[config.mk]
export PLATFORM = sky130hd
export DESIGN_NAME = biquad_iir_filter
export DESIGN_NICKNAME = d
export VERILOG_FILES = /design/src/hw/rtl/biq_pkg.sv /design/src/hw/rtl/biq_ctrl.sv /design/src/hw/rtl/biq_datapath.sv /design/src/hw/rtl/biquad_iir_filter.sv
export SDC_FILE = /design/constraint.sdc
export NUM_CORES = 2
export LEC_CHECK = 0
export ABC_CLOCK_PERIOD_IN_PS = 10000
export BUFFER_PORTS_ARGS = -buffer_cell sky130_fd_sc_hd__buf_2
export CAP_MARGIN = 15
export CORE_ASPECT_RATIO = 0.75
export CORE_MARGIN = 3
export CORE_UTILIZATION = 28
export DETAILED_ROUTE_END_ITERATION = 7
export PLACE_DENSITY = 0.43
export SLEW_MARGIN = 20
export SYNTH_ARGS = -nofsm -noshare
export SYNTH_HDL_FRONTEND = slang
export SYNTH_SLANG_ARGS = --single-unit
export TNS_END_PERCENT = 10
[constraint.sdc]
create_clock -name clk -period 10 [get_ports clk]
set_input_delay 0.5 -clock clk [delete_from_list [all_inputs] [get_ports clk]]
set_output_delay 0.5 -clock clk [all_outputs]
set_load 0.02 [all_outputs]
[src/hw/rtl/biq_pkg.sv]
package biq_pkg;

    // Fixed-point format shared by all blocks of the section.
    localparam int FRAC_BITS       = 28;
    localparam int COEF_WIDTH      = 32;
    localparam int WIDE_WIDTH      = 64;
    localparam int CHUNK_WIDTH     = 32;
    localparam int MUL_B_WIDTH     = CHUNK_WIDTH + 1;
    localparam int PROD_WIDTH      = COEF_WIDTH + MUL_B_WIDTH;
    localparam int FULL_WIDTH      = PROD_WIDTH + CHUNK_WIDTH;
    localparam int SHIFTED_WIDTH   = FULL_WIDTH - FRAC_BITS;
    localparam int OUT_SHIFT_WIDTH = WIDE_WIDTH - FRAC_BITS;

    // Configuration port.
    localparam int CFG_INDEX_WIDTH = 3;
    localparam int CFG_DATA_WIDTH  = 32;

    typedef enum logic [CFG_INDEX_WIDTH-1:0] {
        CFG_ENABLE  = 3'd0,
        CFG_FORM    = 3'd1,
        CFG_COEF_B0 = 3'd2,
        CFG_COEF_B1 = 3'd3,
        CFG_COEF_B2 = 3'd4,
        CFG_COEF_A1 = 3'd5,
        CFG_COEF_A2 = 3'd6
    } cfg_index_t;

    localparam logic FORM_DF1 = 1'b0;
    localparam logic FORM_TF2 = 1'b1;

    localparam logic [COEF_WIDTH-1:0] COEF_ONE = 32'h1000_0000;

    // Sequencer step counter.
    localparam int STEP_WIDTH = 5;
    localparam logic [STEP_WIDTH-1:0] LAST_STEP_DF1 = 5'd12;
    localparam logic [STEP_WIDTH-1:0] LAST_STEP_TF2 = 5'd16;

    typedef enum logic [2:0] {
        COEF_B0 = 3'd0,
        COEF_B1 = 3'd1,
        COEF_B2 = 3'd2,
        COEF_A1 = 3'd3,
        COEF_A2 = 3'd4
    } coef_sel_t;

    typedef enum logic [2:0] {
        VAL_XQ  = 3'd0,
        VAL_D1  = 3'd1,
        VAL_D2  = 3'd2,
        VAL_OD1 = 3'd3,
        VAL_OD2 = 3'd4,
        VAL_Y   = 3'd5
    } val_sel_t;

    typedef enum logic [1:0] {
        ACC_NONE = 2'd0,
        ACC_LOAD = 2'd1,
        ACC_ADD  = 2'd2,
        ACC_SUB  = 2'd3
    } acc_op_t;

    typedef enum logic [1:0] {
        SRC_TERM = 2'd0,
        SRC_D1   = 2'd1,
        SRC_D2   = 2'd2
    } acc_src_t;

    typedef enum logic [2:0] {
        WR_NONE    = 3'd0,
        WR_Y       = 3'd1,
        WR_Y_SHIFT = 3'd2,
        WR_D1      = 3'd3,
        WR_D2      = 3'd4
    } wr_sel_t;

    typedef struct packed {
        logic signed [COEF_WIDTH-1:0] b0;
        logic signed [COEF_WIDTH-1:0] b1;
        logic signed [COEF_WIDTH-1:0] b2;
        logic signed [COEF_WIDTH-1:0] a1;
        logic signed [COEF_WIDTH-1:0] a2;
    } coef_set_t;

    // One cycle of datapath control issued by the sequencer.
    typedef struct packed {
        logic      load_sample;
        logic      start;
        logic      mul_en;
        logic      mul_hi;
        coef_sel_t coef_sel;
        val_sel_t  val_sel;
        acc_op_t   acc_op;
        acc_src_t  acc_src;
        wr_sel_t   wr_sel;
        logic      out_load;
        logic      bypass;
    } dp_cmd_t;

endpackage

[src/hw/rtl/biq_ctrl.sv]
module biq_ctrl
    import biq_pkg::*;
(
    input  logic    clk,
    input  logic    rst_n,
    input  logic    enable,
    input  logic    form_select,
    input  logic    in_valid,
    output logic    in_ready,
    output logic    out_valid,
    input  logic    out_ready,
    output dp_cmd_t cmd
);

    typedef enum logic [2:0] {
        ST_IDLE   = 3'b001,
        ST_RUN    = 3'b010,
        ST_FINISH = 3'b100
    } state_t;

    state_t                state_reg;
    state_t                state_next;
    logic [STEP_WIDTH-1:0] step_reg;
    logic [STEP_WIDTH-1:0] step_next;
    logic                  out_valid_reg;
    logic                  out_valid_next;
    logic [STEP_WIDTH-1:0] last_step;

    // Operation schedule of one filtered word. A product, issued low half first, passes through
    // mul_reg, lo_reg and term_reg on its way to the accumulator.
    function automatic dp_cmd_t step_cmd(input logic form, input logic [STEP_WIDTH-1:0] step);
        dp_cmd_t c;
        c = '0;
        if (form == FORM_DF1)
        begin
            unique case (step)
                5'd0:  begin c.start = 1'b1; c.mul_en = 1'b1;
                             c.coef_sel = COEF_B0; c.val_sel = VAL_XQ; end
                5'd1:  begin c.mul_en = 1'b1; c.mul_hi = 1'b1;
                             c.coef_sel = COEF_B0; c.val_sel = VAL_XQ; end
                5'd2:  begin c.mul_en = 1'b1; c.coef_sel = COEF_B1; c.val_sel = VAL_D1; end
                5'd3:  begin c.mul_en = 1'b1; c.mul_hi = 1'b1;
                             c.coef_sel = COEF_B1; c.val_sel = VAL_D1;
                             c.acc_op = ACC_LOAD; end
                5'd4:  begin c.mul_en = 1'b1; c.coef_sel = COEF_B2; c.val_sel = VAL_D2; end
                5'd5:  begin c.mul_en = 1'b1; c.mul_hi = 1'b1;
                             c.coef_sel = COEF_B2; c.val_sel = VAL_D2;
                             c.acc_op = ACC_ADD; end
                5'd6:  begin c.mul_en = 1'b1; c.coef_sel = COEF_A1; c.val_sel = VAL_OD1; end
                5'd7:  begin c.mul_en = 1'b1; c.mul_hi = 1'b1;
                             c.coef_sel = COEF_A1; c.val_sel = VAL_OD1;
                             c.acc_op = ACC_ADD; end
                5'd8:  begin c.mul_en = 1'b1; c.coef_sel = COEF_A2; c.val_sel = VAL_OD2; end
                5'd9:  begin c.mul_en = 1'b1; c.mul_hi = 1'b1;
                             c.coef_sel = COEF_A2; c.val_sel = VAL_OD2;
                             c.acc_op = ACC_SUB; end
                5'd11: begin c.acc_op = ACC_SUB; end
                5'd12: begin c.wr_sel = WR_Y_SHIFT; end
                default: ;
            endcase
        end
        else
        begin
            unique case (step)
                5'd0:  begin c.start = 1'b1; c.mul_en = 1'b1;
                             c.coef_sel = COEF_B0; c.val_sel = VAL_XQ; end
                5'd1:  begin c.mul_en = 1'b1; c.mul_hi = 1'b1;
                             c.coef_sel = COEF_B0; c.val_sel = VAL_XQ; end
                5'd2:  begin c.mul_en = 1'b1; c.coef_sel = COEF_B1; c.val_sel = VAL_XQ; end
                5'd3:  begin c.mul_en = 1'b1; c.mul_hi = 1'b1;
                             c.coef_sel = COEF_B1; c.val_sel = VAL_XQ;
                             c.acc_op = ACC_LOAD; end
                5'd4:  begin c.acc_op = ACC_ADD; c.acc_src = SRC_D1; end
                5'd5:  begin c.acc_op = ACC_LOAD; c.wr_sel = WR_Y; end
                5'd6:  begin c.mul_en = 1'b1; c.coef_sel = COEF_A1; c.val_sel = VAL_Y; end
                5'd7:  begin c.mul_en = 1'b1; c.mul_hi = 1'b1;
                             c.coef_sel = COEF_A1; c.val_sel = VAL_Y; end
                5'd9:  begin c.acc_op = ACC_SUB; end
                5'd10: begin c.acc_op = ACC_ADD; c.acc_src = SRC_D2;
                             c.mul_en = 1'b1; c.coef_sel = COEF_B2; c.val_sel = VAL_XQ; end
                5'd11: begin c.mul_en = 1'b1; c.mul_hi = 1'b1;
                             c.coef_sel = COEF_B2; c.val_sel = VAL_XQ;
                             c.wr_sel = WR_D1; end
                5'd12: begin c.mul_en = 1'b1; c.coef_sel = COEF_A2; c.val_sel = VAL_Y; end
                5'd13: begin c.mul_en = 1'b1; c.mul_hi = 1'b1;
                             c.coef_sel = COEF_A2; c.val_sel = VAL_Y;
                             c.acc_op = ACC_LOAD; end
                5'd15: begin c.acc_op = ACC_SUB; end
                5'd16: begin c.wr_sel = WR_D2; end
                default: ;
            endcase
        end
        return c;
    endfunction

    assign last_step = (form_select == FORM_TF2) ? LAST_STEP_TF2 : LAST_STEP_DF1;
    assign in_ready  = (state_reg == ST_IDLE);
    assign out_valid = out_valid_reg;

    // Sequencer next-state and command decode.
    always_comb
    begin
        state_next     = state_reg;
        step_next      = step_reg;
        out_valid_next = out_valid_reg;
        cmd            = '0;
        if (out_valid_reg && out_ready)
        begin
            out_valid_next = 1'b0;
        end
        unique case (state_reg)
            ST_IDLE:
            begin
                if (in_valid)
                begin
                    cmd.load_sample = 1'b1;
                    step_next       = '0;
                    state_next      = enable ? ST_RUN : ST_FINISH;
                end
            end
            ST_RUN:
            begin
                cmd = step_cmd(form_select, step_reg);
                if (step_reg == last_step)
                begin
                    state_next = ST_FINISH;
                end
                else
                begin
                    step_next = step_reg + 1'b1;
                end
            end
            ST_FINISH:
            begin
                // Hand the word to the output register once its slot is free.
                if (!out_valid_reg || out_ready)
                begin
                    cmd.out_load   = 1'b1;
                    cmd.bypass     = ~enable;
                    out_valid_next = 1'b1;
                    state_next     = ST_IDLE;
                end
            end
            default:
            begin
                state_next = ST_IDLE;
            end
        endcase
    end

    // Control registers.
    always_ff @(posedge clk or negedge rst_n)
    begin
        if (!rst_n)
        begin
            state_reg     <= ST_IDLE;
            step_reg      <= '0;
            out_valid_reg <= 1'b0;
        end
        else
        begin
            state_reg     <= state_next;
            step_reg      <= step_next;
            out_valid_reg <= out_valid_next;
        end
    end

`ifndef ASSERT_OFF
    a_out_slot_free: assert property (@(posedge clk) disable iff (!rst_n)
        cmd.out_load |-> (!out_valid_reg || out_ready))
        else $error("output register overwritten while a word is waiting");

    a_accept_leaves_idle: assert property (@(posedge clk) disable iff (!rst_n)
        (in_valid && in_ready) |=> (state_reg != ST_IDLE))
        else $error("sequencer stayed idle after taking a word");

    a_step_in_range: assert property (@(posedge clk) disable iff (!rst_n)
        (state_reg == ST_RUN) |-> (step_reg <= last_step))
        else $error("step counter ran past the schedule");

    a_load_only_at_finish: assert property (@(posedge clk) disable iff (!rst_n)
        (state_reg != ST_FINISH) |-> !cmd.out_load)
        else $error("output loaded outside the finish state");
`endif

endmodule

[src/hw/rtl/biq_datapath.sv]
module biq_datapath
    import biq_pkg::*;
#(
    parameter int SAMPLE_WIDTH = 16,
    parameter int STATE_WIDTH  = 48
)
(
    input  logic                    clk,
    input  logic                    rst_n,
    input  coef_set_t               coef,
    input  dp_cmd_t                 cmd,
    input  logic [SAMPLE_WIDTH-1:0] sample_in,
    output logic [SAMPLE_WIDTH-1:0] sample_out,
    output logic                    clipped
);

    localparam logic [PROD_WIDTH-1:0] ROUND_PROD = PROD_WIDTH'(1) << (FRAC_BITS - 1);
    localparam logic [WIDE_WIDTH:0]   ROUND_WIDE = (WIDE_WIDTH + 1)'(1) << (FRAC_BITS - 1);

    logic signed [SAMPLE_WIDTH-1:0]  sample_reg;
    logic signed [STATE_WIDTH-1:0]   d1_reg;
    logic signed [STATE_WIDTH-1:0]   d2_reg;
    logic signed [STATE_WIDTH-1:0]   od1_reg;
    logic signed [STATE_WIDTH-1:0]   od2_reg;
    logic signed [STATE_WIDTH-1:0]   y_reg;
    logic signed [PROD_WIDTH-1:0]    mul_reg;
    logic                            mul_vld_reg;
    logic                            mul_hi_reg;
    logic signed [PROD_WIDTH-1:0]    lo_reg;
    logic signed [WIDE_WIDTH-1:0]    term_reg;
    logic signed [WIDE_WIDTH-1:0]    acc_reg;
    logic                            sat_reg;
    logic [SAMPLE_WIDTH-1:0]         out_sample_reg;
    logic                            out_clip_reg;

    logic signed [WIDE_WIDTH-1:0]    x_wide;
    logic [STATE_WIDTH:0]            xq_clamp;
    logic signed [COEF_WIDTH-1:0]    coef_op;
    logic signed [STATE_WIDTH-1:0]   val_op;
    logic signed [WIDE_WIDTH-1:0]    val_wide;
    logic signed [MUL_B_WIDTH-1:0]   mul_b;
    logic signed [PROD_WIDTH-1:0]    mul_prod;
    logic signed [FULL_WIDTH-1:0]    full_prod;
    logic [SHIFTED_WIDTH-1:0]        prod_shift;
    logic                            term_ovf;
    logic [WIDE_WIDTH-1:0]           term_next;
    logic signed [WIDE_WIDTH-1:0]    acc_opnd;
    logic signed [WIDE_WIDTH:0]      acc_sum;
    logic                            acc_ovf;
    logic [WIDE_WIDTH-1:0]           acc_sat;
    logic [STATE_WIDTH:0]            acc_clamp;
    logic signed [WIDE_WIDTH:0]      y_round;
    logic                            y_round_ovf;
    logic [WIDE_WIDTH-1:0]           y_round_sat;
    logic [OUT_SHIFT_WIDTH-1:0]      r_shift;
    logic                            r_ovf;
    logic [SAMPLE_WIDTH-1:0]         r_sat;
    logic                            step_sat;

    // Clamp a wide value to the state width; the top bit flags saturation.
    function automatic logic [STATE_WIDTH:0] clamp_state(input logic [WIDE_WIDTH-1:0] v);
        logic                   ovf;
        logic [STATE_WIDTH-1:0] r;
        ovf = (v[WIDE_WIDTH-1:STATE_WIDTH-1] != {(WIDE_WIDTH-STATE_WIDTH+1){v[WIDE_WIDTH-1]}});
        if (ovf)
        begin
            r = {v[WIDE_WIDTH-1], {(STATE_WIDTH-1){~v[WIDE_WIDTH-1]}}};
        end
        else
        begin
            r = v[STATE_WIDTH-1:0];
        end
        return {ovf, r};
    endfunction

    // Input sample moved to the internal fraction format.
    assign x_wide   = WIDE_WIDTH'(sample_reg) <<< FRAC_BITS;
    assign xq_clamp = clamp_state(x_wide);

    // Operand selection for the shared multiplier.
    always_comb
    begin
        unique case (cmd.coef_sel)
            COEF_B0: coef_op = coef.b0;
            COEF_B1: coef_op = coef.b1;
            COEF_B2: coef_op = coef.b2;
            COEF_A1: coef_op = coef.a1;
            COEF_A2: coef_op = coef.a2;
            default: coef_op = coef.b0;
        endcase
        unique case (cmd.val_sel)
            VAL_XQ:  val_op = xq_clamp[STATE_WIDTH-1:0];
            VAL_D1:  val_op = d1_reg;
            VAL_D2:  val_op = d2_reg;
            VAL_OD1: val_op = od1_reg;
            VAL_OD2: val_op = od2_reg;
            VAL_Y:   val_op = y_reg;
            default: val_op = y_reg;
        endcase
    end

    // One 32-bit half of the value per pass: low half unsigned, high half signed.
    assign val_wide = WIDE_WIDTH'(val_op);
    assign mul_b    = cmd.mul_hi ? {val_wide[WIDE_WIDTH-1], val_wide[WIDE_WIDTH-1:CHUNK_WIDTH]}
                                 : {1'b0, val_wide[CHUNK_WIDTH-1:0]};
    assign mul_prod = coef_op * mul_b;

    // Join the halves, round half up and saturate the product to 64 bits.
    assign full_prod  = (FULL_WIDTH'(mul_reg) <<< CHUNK_WIDTH) + FULL_WIDTH'(lo_reg);
    assign prod_shift = full_prod[FULL_WIDTH-1:FRAC_BITS];
    assign term_ovf   = (prod_shift[SHIFTED_WIDTH-1:WIDE_WIDTH-1]
                         != {(SHIFTED_WIDTH-WIDE_WIDTH+1){prod_shift[SHIFTED_WIDTH-1]}});
    assign term_next  = term_ovf
        ? {prod_shift[SHIFTED_WIDTH-1], {(WIDE_WIDTH-1){~prod_shift[SHIFTED_WIDTH-1]}}}
        : prod_shift[WIDE_WIDTH-1:0];

    // Saturating accumulate of a product term or a delay word.
    always_comb
    begin
        case (cmd.acc_src)
            SRC_D1:  acc_opnd = WIDE_WIDTH'(d1_reg);
            SRC_D2:  acc_opnd = WIDE_WIDTH'(d2_reg);
            default: acc_opnd = term_reg;
        endcase
    end

    assign acc_sum = (cmd.acc_op == ACC_SUB)
                   ? ((WIDE_WIDTH + 1)'(acc_reg) - (WIDE_WIDTH + 1)'(acc_opnd))
                   : ((WIDE_WIDTH + 1)'(acc_reg) + (WIDE_WIDTH + 1)'(acc_opnd));
    assign acc_ovf = (acc_sum[WIDE_WIDTH] != acc_sum[WIDE_WIDTH-1]);
    assign acc_sat = acc_ovf ? {acc_sum[WIDE_WIDTH], {(WIDE_WIDTH-1){~acc_sum[WIDE_WIDTH]}}}
                             : acc_sum[WIDE_WIDTH-1:0];

    assign acc_clamp = clamp_state(acc_reg);

    // Output rounding: add one half, saturate, drop the fraction, clamp to a sample.
    assign y_round     = (WIDE_WIDTH + 1)'(y_reg) + $signed(ROUND_WIDE);
    assign y_round_ovf = (y_round[WIDE_WIDTH] != y_round[WIDE_WIDTH-1]);
    assign y_round_sat = y_round_ovf
        ? {y_round[WIDE_WIDTH], {(WIDE_WIDTH-1){~y_round[WIDE_WIDTH]}}}
        : y_round[WIDE_WIDTH-1:0];
    assign r_shift     = y_round_sat[WIDE_WIDTH-1:FRAC_BITS];
    assign r_ovf       = (r_shift[OUT_SHIFT_WIDTH-1:SAMPLE_WIDTH-1]
                          != {(OUT_SHIFT_WIDTH-SAMPLE_WIDTH+1){r_shift[OUT_SHIFT_WIDTH-1]}});
    assign r_sat       = r_ovf
        ? {r_shift[OUT_SHIFT_WIDTH-1], {(SAMPLE_WIDTH-1){~r_shift[OUT_SHIFT_WIDTH-1]}}}
        : r_shift[SAMPLE_WIDTH-1:0];

    // Saturation events of this cycle.
    assign step_sat = (mul_vld_reg && mul_hi_reg && term_ovf)
                    || (((cmd.acc_op == ACC_ADD) || (cmd.acc_op == ACC_SUB)) && acc_ovf)
                    || ((cmd.wr_sel != WR_NONE) && (cmd.wr_sel != WR_Y_SHIFT) && acc_clamp[STATE_WIDTH])
                    || ((cmd.wr_sel == WR_Y_SHIFT) && acc_clamp[STATE_WIDTH]);

    // Multiplier pipeline tags.
    always_ff @(posedge clk or negedge rst_n)
    begin
        if (!rst_n)
        begin
            mul_vld_reg <= 1'b0;
            mul_hi_reg  <= 1'b0;
        end
        else
        begin
            mul_vld_reg <= cmd.mul_en;
            mul_hi_reg  <= cmd.mul_hi;
        end
    end

    // Input sample, product, rounding and accumulator registers.
    always_ff @(posedge clk)
    begin
        if (cmd.load_sample)
        begin
            sample_reg <= sample_in;
        end
        if (cmd.mul_en)
        begin
            mul_reg <= mul_prod;
        end
        if (mul_vld_reg && !mul_hi_reg)
        begin
            lo_reg <= mul_reg + $signed(ROUND_PROD);
        end
        if (mul_vld_reg && mul_hi_reg)
        begin
            term_reg <= term_next;
        end
        case (cmd.acc_op)
            ACC_LOAD: acc_reg <= term_reg;
            ACC_ADD,
            ACC_SUB:  acc_reg <= acc_sat;
            default:  ;
        endcase
    end

    // Filter state and the sticky saturation flag.
    always_ff @(posedge clk or negedge rst_n)
    begin
        if (!rst_n)
        begin
            d1_reg  <= '0;
            d2_reg  <= '0;
            od1_reg <= '0;
            od2_reg <= '0;
            y_reg   <= '0;
            sat_reg <= 1'b0;
        end
        else
        begin
            if (cmd.start)
            begin
                sat_reg <= xq_clamp[STATE_WIDTH];
            end
            else if (step_sat)
            begin
                sat_reg <= 1'b1;
            end
            case (cmd.wr_sel)
                WR_Y:
                begin
                    y_reg   <= acc_clamp[STATE_WIDTH-1:0];
                    od1_reg <= acc_clamp[STATE_WIDTH-1:0];
                end
                WR_Y_SHIFT:
                begin
                    y_reg   <= acc_clamp[STATE_WIDTH-1:0];
                    od1_reg <= acc_clamp[STATE_WIDTH-1:0];
                    od2_reg <= od1_reg;
                    d1_reg  <= xq_clamp[STATE_WIDTH-1:0];
                    d2_reg  <= d1_reg;
                end
                WR_D1:   d1_reg <= acc_clamp[STATE_WIDTH-1:0];
                WR_D2:   d2_reg <= acc_clamp[STATE_WIDTH-1:0];
                default: ;
            endcase
        end
    end

    // Output word register.
    always_ff @(posedge clk)
    begin
        if (cmd.out_load)
        begin
            if (cmd.bypass)
            begin
                out_sample_reg <= sample_reg;
                out_clip_reg   <= 1'b0;
            end
            else
            begin
                out_sample_reg <= r_sat;
                out_clip_reg   <= sat_reg || y_round_ovf || r_ovf;
            end
        end
    end

    assign sample_out = out_sample_reg;
    assign clipped    = out_clip_reg;

endmodule

[src/hw/rtl/biquad_iir_filter.sv]
// Biquad section, direct form 1 or transposed direct form 2, one shared 33x32 multiplier.
// A new word is taken only after the last one has gone to the output register. The single
// multiplier sets the pace: each of the five products takes two passes.
// Reset (rst_n low, asynchronous) clears the four delay words, the control state and the
// registers to enable 0, transposed form, b0 = 1.0 and the other coefficients 0.
module biquad_iir_filter
    import biq_pkg::*;
#(
    parameter int SAMPLE_WIDTH = 16,
    parameter int STATE_WIDTH  = 48
)
(
    input  logic                       clk,
    input  logic                       rst_n,
    input  logic                       cfg_wr_en,
    input  logic [CFG_INDEX_WIDTH-1:0] cfg_index,
    input  logic [CFG_DATA_WIDTH-1:0]  cfg_data,
    input  logic                       in_valid,
    output logic                       in_ready,
    input  logic [SAMPLE_WIDTH-1:0]    sample_in,
    output logic                       out_valid,
    input  logic                       out_ready,
    output logic [SAMPLE_WIDTH-1:0]    sample_out,
    output logic                       clipped
);

    logic      enable_reg;
    logic      form_reg;
    coef_set_t coef_reg;
    dp_cmd_t   cmd;

    // Configuration registers.
    always_ff @(posedge clk or negedge rst_n)
    begin
        if (!rst_n)
        begin
            enable_reg  <= 1'b0;
            form_reg    <= FORM_TF2;
            coef_reg.b0 <= COEF_ONE;
            coef_reg.b1 <= '0;
            coef_reg.b2 <= '0;
            coef_reg.a1 <= '0;
            coef_reg.a2 <= '0;
        end
        else if (cfg_wr_en)
        begin
            unique case (cfg_index)
                CFG_ENABLE:  enable_reg  <= cfg_data[0];
                CFG_FORM:    form_reg    <= cfg_data[0];
                CFG_COEF_B0: coef_reg.b0 <= cfg_data;
                CFG_COEF_B1: coef_reg.b1 <= cfg_data;
                CFG_COEF_B2: coef_reg.b2 <= cfg_data;
                CFG_COEF_A1: coef_reg.a1 <= cfg_data;
                CFG_COEF_A2: coef_reg.a2 <= cfg_data;
                default:     ;
            endcase
        end
    end

    // Sequencer.
    biq_ctrl u_ctrl (
        .clk         (clk),
        .rst_n       (rst_n),
        .enable      (enable_reg),
        .form_select (form_reg),
        .in_valid    (in_valid),
        .in_ready    (in_ready),
        .out_valid   (out_valid),
        .out_ready   (out_ready),
        .cmd         (cmd)
    );

    // Arithmetic and state.
    biq_datapath #(
        .SAMPLE_WIDTH (SAMPLE_WIDTH),
        .STATE_WIDTH  (STATE_WIDTH)
    ) u_datapath (
        .clk        (clk),
        .rst_n      (rst_n),
        .coef       (coef_reg),
        .cmd        (cmd),
        .sample_in  (sample_in),
        .sample_out (sample_out),
        .clipped    (clipped)
    );

endmodule
Yosys cells after proc, flatten, opt, wreduce, memory -nomap -nowiden
Index checks and enable logic that the tools add are counted.

Add/subtract/negate cells: 6. Multipliers: 1. Equality and inequality tests: 51. Multiplexer cells: 48. Bitwise logic cells: 6. Reduce and logical (&&, ||, !) cells: 52.

Operators with widths (number): case mux 64 bit (2 select lines) (2); two-way mux 64 bit (3); case mux 48 bit (2 select lines) (2); case mux 48 bit (4 select lines) (1); case mux 32 bit (4 select lines) (1); adder 97 x 65 -> 97 bit (1); adder 64 x 64 -> 65 bit (1); adder 65 x 29 -> 65 bit, second input constant (1); multiplier 32 x 33 -> 65 bit (1); two-way mux 65 bit (1); subtractor 64 x 64 -> 65 bit (1); adder 48 x 29 -> 49 bit, second input constant (1); two-way mux 16 bit (3); two-way mux 48 bit (1); case mux 6 bit (4 select lines) (2); == test 5 x 4 -> 1 bit, second input constant (7); two-way mux 33 bit (1); == test 3 x 2 -> 1 bit, second input constant (8); OR reduction 2 bit (12); == test 3 bit, second input constant (7); == test 5 x 3 -> 1 bit, second input constant (4); != test 20 bit (1); OR reduction 10 bit (2); case mux 3 bit (3 select lines) (2); 34 further kinds (98).

Register bits: 657. Input port bits: 56. Output and inout port bits: 19.

Logic depth before layout (Yosys ltp)
Word-level depth: 16. Gate-level depth with buffers: 42. Gate-level depth less buffers: 39.

By module
From an unflattened synthesis, not the netlist that was laid out.

Cell total of the unflattened synthesis: 7996. Area total of the unflattened synthesis: 74985.7 µm².

Modules (own cells, without submodules): biq_datapath (instances 1, cells each 7521, area an instance 67701.2 µm²); biquad_iir_filter (instances 1, cells each 349, area an instance 6303.5 µm²); biq_ctrl (instances 1, cells each 126, area an instance 980.9 µm²).

Worst setup path after synthesis
OpenSTA, ideal clock, no wires.

Kind: register to register. Start point: register u_ctrl.step_reg[0]. End point: register u_datapath.mul_reg[63] (data pin). Data arrival time: 10.087 ns. Setup slack: -0.349 ns. Stages on the path, launching flop included: 38. Period minus slack after synthesis: 10.349 ns. Cells stage by stage: dfrtp_1 > inv_1 > ha_1 > nor2_1 > a2111oi_2 > a21oi_1 > buf_2 > mux2i_1 > o21ai_0 > a21oi_1 > a21o_1 > clkbuf_1 > buf_1 > nor2_1 > fa_1 > inv_1 > fa_1 > inv_1 > [... 2 more ...] > fa_1 > inv_1 > fa_1 > fa_1 > fa_1 > fa_1 > ha_1 > and3_1 > nand2_1 > or4_1 > or4_1 > o32a_1 > a311oi_2 > a41oi_1 > o21bai_1 > a21oi_1 > o21ai_1 > xor2_1.

Cells in the longest elaborated chain, start to end: 9. Elaborated cells on any way between the ends: 39. Those cells by class: mul (1); eq/ne (20); mux (9); reduce/logical (9).

RTL lines: start: declaration (RTL line biq_ctrl.sv:23) `logic [STEP_WIDTH-1:0] step_reg;`; start signal: assignment (RTL line biq_ctrl.sv:163) `step_reg <= step_next;`; == test 5 x 4 -> 1 bit (tied with other cells) (RTL line biq_ctrl.sv:36) `unique case (step)`; OR reduction 2 bit (no source line); case mux 6 bit (4 select lines), on equally long branches (RTL line biq_ctrl.sv:36, biq_ctrl.sv:64); two-way mux 10 bit * (RTL line biq_ctrl.sv:34) `if (form == FORM_DF1)`; two-way mux 16 bit * (RTL line biq_ctrl.sv:111) `unique case (state_reg)`; == test 3 bit (tied with other cells) (RTL line biq_datapath.sv:91) `unique case (cmd.val_sel)`; case mux 48 bit (4 select lines) (RTL line biq_datapath.sv:91); two-way mux 33 bit (RTL line biq_datapath.sv:104) `assign mul_b = cmd.mul_hi ? {val_wide[WIDE_WIDTH-1], val_wide[WIDE_WIDTH-1:CHUNK_WIDTH]}`; multiplier 32 x 33 -> 65 bit * (RTL line biq_datapath.sv:106) `assign mul_prod = coef_op * mul_b;`; net u_datapath.mul_prod[63] (RTL line biq_datapath.sv:42) `logic signed [PROD_WIDTH-1:0] mul_prod;`; end signal: assignment (RTL line biq_datapath.sv:179) `mul_reg <= mul_prod;`; end: declaration (RTL line biq_datapath.sv:26) `logic signed [PROD_WIDTH-1:0] mul_reg;`.

Mark *: on every way through the listed nets, which the timed path passes. The rest lies on a longest branch. A chain may end at the register's enable or synchronous reset.

Final worst setup path
Start point: register u_ctrl.step_reg[1]. End point: register u_datapath.mul_reg[55] (data pin).

The elaborated chain is that of the path after synthesis.

==> results.yml <==
grt:
  grt_overflow_total: 0
  grt_pass1_wl_mm: 445
  grt_use_total_pct: 21.5
  grt_pass1_vias: 63512
  grt_max_degree: 98
  antenna_found_initial: 29
placement:
  pre_cts_ws_ns: -1.04
  placed_cell_area_sq_um: 87500
  port_buffers: 74
  place.gp.congestion: 0.926
  dpl.hpwl_mm: 250
  place_inst: 12271
final_layout:
  largest_register_ffs: 160
  final_util_pct: 34.3
  instances_no_fill: 12521
  fin_nets: 10365
  area_delta_synth_final_pct: 21.9
  design_area_sq_um: 92700
  drive_gt1_share_pct: 19.9
timing:
  final-hold-violation-count: 0
  finalSetupTns_ns: -3.27
  fin_crit_sh_pct: 104
  period_needed_ns: 10.42
  maxSlewHeadroom_pct: 22.8
  worst_slack_ns: -0.418
  slew_viol_final: 0
  tightestPinTransition_ns: 1.15
  finalSetupViolations: 17
  holdWs_ns: 0.0948
  finClkSkew_ns: 0.0894
  rsz0062_at_grt: "yes"
  max_freq_mhz: 96.0
setup_path:
  slowest_stage: "or4_4"
  required_ns: 10.40
  cp-start-kind: "flip-flop"
  path_max_fanout: 6
  crit_type: "flip-flop to flip-flop"
  critPathArrivalTime_ns: 10.81
  worst_setup_path_end_kind: "flip-flop"
  cp_common_cell: "fa_1"
  cpPeakStageDelay_ns: 0.60
clock_network:
  cts_tree: "yes"
  cts.path.max_buffers: 3
  clkTransAtPathRegs_ns: 0.06
  clock_latency_ns: 0.72
  h-tree-depth: 3
  cts_sinks: 629
  root_buffer: "clkbuf_16"
  cts_made_buffers: 73
power_and_ir_drop:
  p_sw_share_pct: 46.2
  power_frac_seq_pct: 19.5
  power.switching_mw: 9.71
  power.share.combinational_pct: 67.0
  p_per_area_nw_per_um2: 227
  power_mw: 21.0
  worst_ir_drop_vdd_uv: 406
  p_int_mw: 11.3
  p_leak_nw: 42.2
  p_clk_share_pct: 13.5
synthesis:
  yosysSeqAreaShare_pct: 22.4
  synth_fp_nets: 9694
  yosysUniqueCellTypes: 105
  synthArstFlopShare_pct: 58.2
  synth_edf_count: 263
  syn_area_per_cell_sq_um: 9.27
  synthesis.area_sq_um: 76000
  synth-seq-cells: 629
  ys_warn_count: 0
  synth_ff_type: "dfrtp_1"
  postSynthCellCount: 8200
floorplanning:
  start_util_pct: 28.2
  placementRows: 165
  boundaryPins: 75
  die_h_um: 457
  dieWidth_um: 608
  die_area_sq_um: 278000
  core_sq_um: 270000
route:
  postRouteWirelength_mm: 307
  via_per_inst: 5.06
  ant_nets: 0
  vias: 63395
  routedWlPerCell_um: 24.5
  drc: 0
  drt_iter0_markers: 5436
  drtPass1Iterations: 7
run_status:
  run_status: "finished, violations left"
  violations: "setup timing"
run:
  maxCapViolations: 0
worst_hold_path:
  hold_path.class: "input port to flip-flop"
[power groups by stage]
stage	combinational [mW]	clock, mW	sequential [mW]
after floorplan	7.75	0	3.91
after global placement	13.4	0	4.12
after CTS	13.8	2.92	4.08
after detailed placement	13.5	0	4.12
final	14.1	2.84	4.10
after global routing	15.6	3.02	4.15
[worst max-delay path, delay by kind of cell, from the launching register on]
| kind | cells | cell delay, ns |
|---|---|---|
| DFF | 1 | 0.45 |
| and+or+nand+nor | 6 | 1.68 |
| AOI/OAI and AO/OA | 8 | 1.91 |
| xor gates and xnor gates | 1 | 0.11 |
| adders and majority gates | 10 | 4.42 |
| buffers and inverters | 11 | 1.52 |
[layout make-up]
| class | instances | area [sq um] |
|---|---|---|
| clock inverter | 24 | 347 |
| fill | 27635 | 177000 |
| tap | 3590 | 4490 |
| timing repair buffer | 1081 | 10100 |
| antenna | 3 | 7.51 |
| sequential | 629 | 17100 |
| inverter | 1109 | 4170 |
| multi-input combinational | 5977 | 54300 |
| clock buffer | 108 | 2150 |
[worst paths after layout]
kind,start,to,slack (ns),cells after the start
max,u_ctrl.step_reg[1],u_datapath.mul_reg[55],-0.42,36
min,cfg_data[28],coef_reg[156],0.09,2
max in group asynchronous,rst_n,coef_reg[43],7.19,4
max reg2reg,u_ctrl.step_reg[1],u_datapath.mul_reg[55],-0.42,36
min in group asynchronous,rst_n,u_datapath.d2_reg[31],0.36,2
min reg2reg,u_datapath.od2_reg[36],u_datapath.od2_reg[36],0.50,1
[layout by cell type (no fill, tap or decap), types with 33 or more instances in the layout]
cell and n:
a211oi_1 99, a21o_1 159, a21oi_1 428, a21oi_2 33
a22oi_1 36, a31oi_1 33, and2_1 33, and3_1 89
buf_12 129, buf_2 73, buf_4 774, buf_6 70
clkbuf_16 83, dfrtp_1 362, edfxtp_1 263, fa_1 1079
fa_2 36, ha_1 308, inv_1 1097, mux2_2 221
mux2i_1 77, nand2_1 895, nand2b_1 38, nand3_1 122
nand4_1 68, nor2_1 836, nor2b_1 56, nor3_1 58
o211ai_1 54, o21a_1 48, o21ai_0 227, o21ai_1 45
o21ai_2 54, xnor2_1 173, xor2_1 115
[cell usage after synthesis, types with 54 or more instances]
cell | instances | area (sq um)
a211oi_1 | 114 | 856
inv_1 | 1108 | 4160
mux2_2 | 222 | 2500
nor2_1 | 854 | 3210
edfxtp_1 | 263 | 7900
nand3_1 | 123 | 616
dfrtp_1 | 363 | 9080
a21oi_1 | 479 | 2400
nor2b_1 | 57 | 357
nand4_1 | 68 | 425
and3_1 | 92 | 576
clkbuf_1 | 377 | 1420
o211ai_1 | 54 | 405
xnor2_1 | 173 | 1520
nand2_1 | 925 | 3470
ha_1 | 323 | 4040
xor2_1 | 115 | 1010
mux2i_1 | 80 | 801
a21o_1 | 165 | 1240
o21ai_0 | 256 | 1280
nor3_1 | 63 | 315
fa_1 | 1115 | 22300
[repair_timing]
item | 4_1_cts | 5_1_grt
pin swaps | 58 | 122
gates resized for setup | 153 | 228
hold endpoints to repair | 107 | 0
setup endpoints to repair | 28 | 31
buffers inserted | 38 | 55
hold buffers | 17 | 0
cloned | 1 | 5
[cells by family (layout without fill, tap and decap cells)]
| kind of cell | Yosys count | after routing | share of synthesized area [%] |
|---|---|---|---|
| other | 0 | 3 | 0 |
| AOI/OAI and AO/OA | 1554 | 1554 | 13.2 |
| buffers and inverters | 1594 | 2322 | 8.18 |
| DFF | 629 | 629 | 22.4 |
| xor gates and xnor gates | 289 | 289 | 3.34 |
| muxes | 303 | 303 | 4.37 |
| and+or+nand+nor | 2393 | 2393 | 13.8 |
| adders and majority gates | 1438 | 1438 | 34.7 |
[routing by layer]
| metal | GRT usage (%) | vias up | part of all wire [%] |
|---|---|---|---|
| li1 | - | 28257 | - |
| met1 | 32.5 | 32659 | 48 |
| met2 | 31.5 | 2184 | 42 |
| met3 | 4.89 | 285 | 8.5 |
| met4 | 3.51 | 10 | 1.9 |
| met5 | 0 | - | 0.023 |
Power figures use the tool's default switching activity.
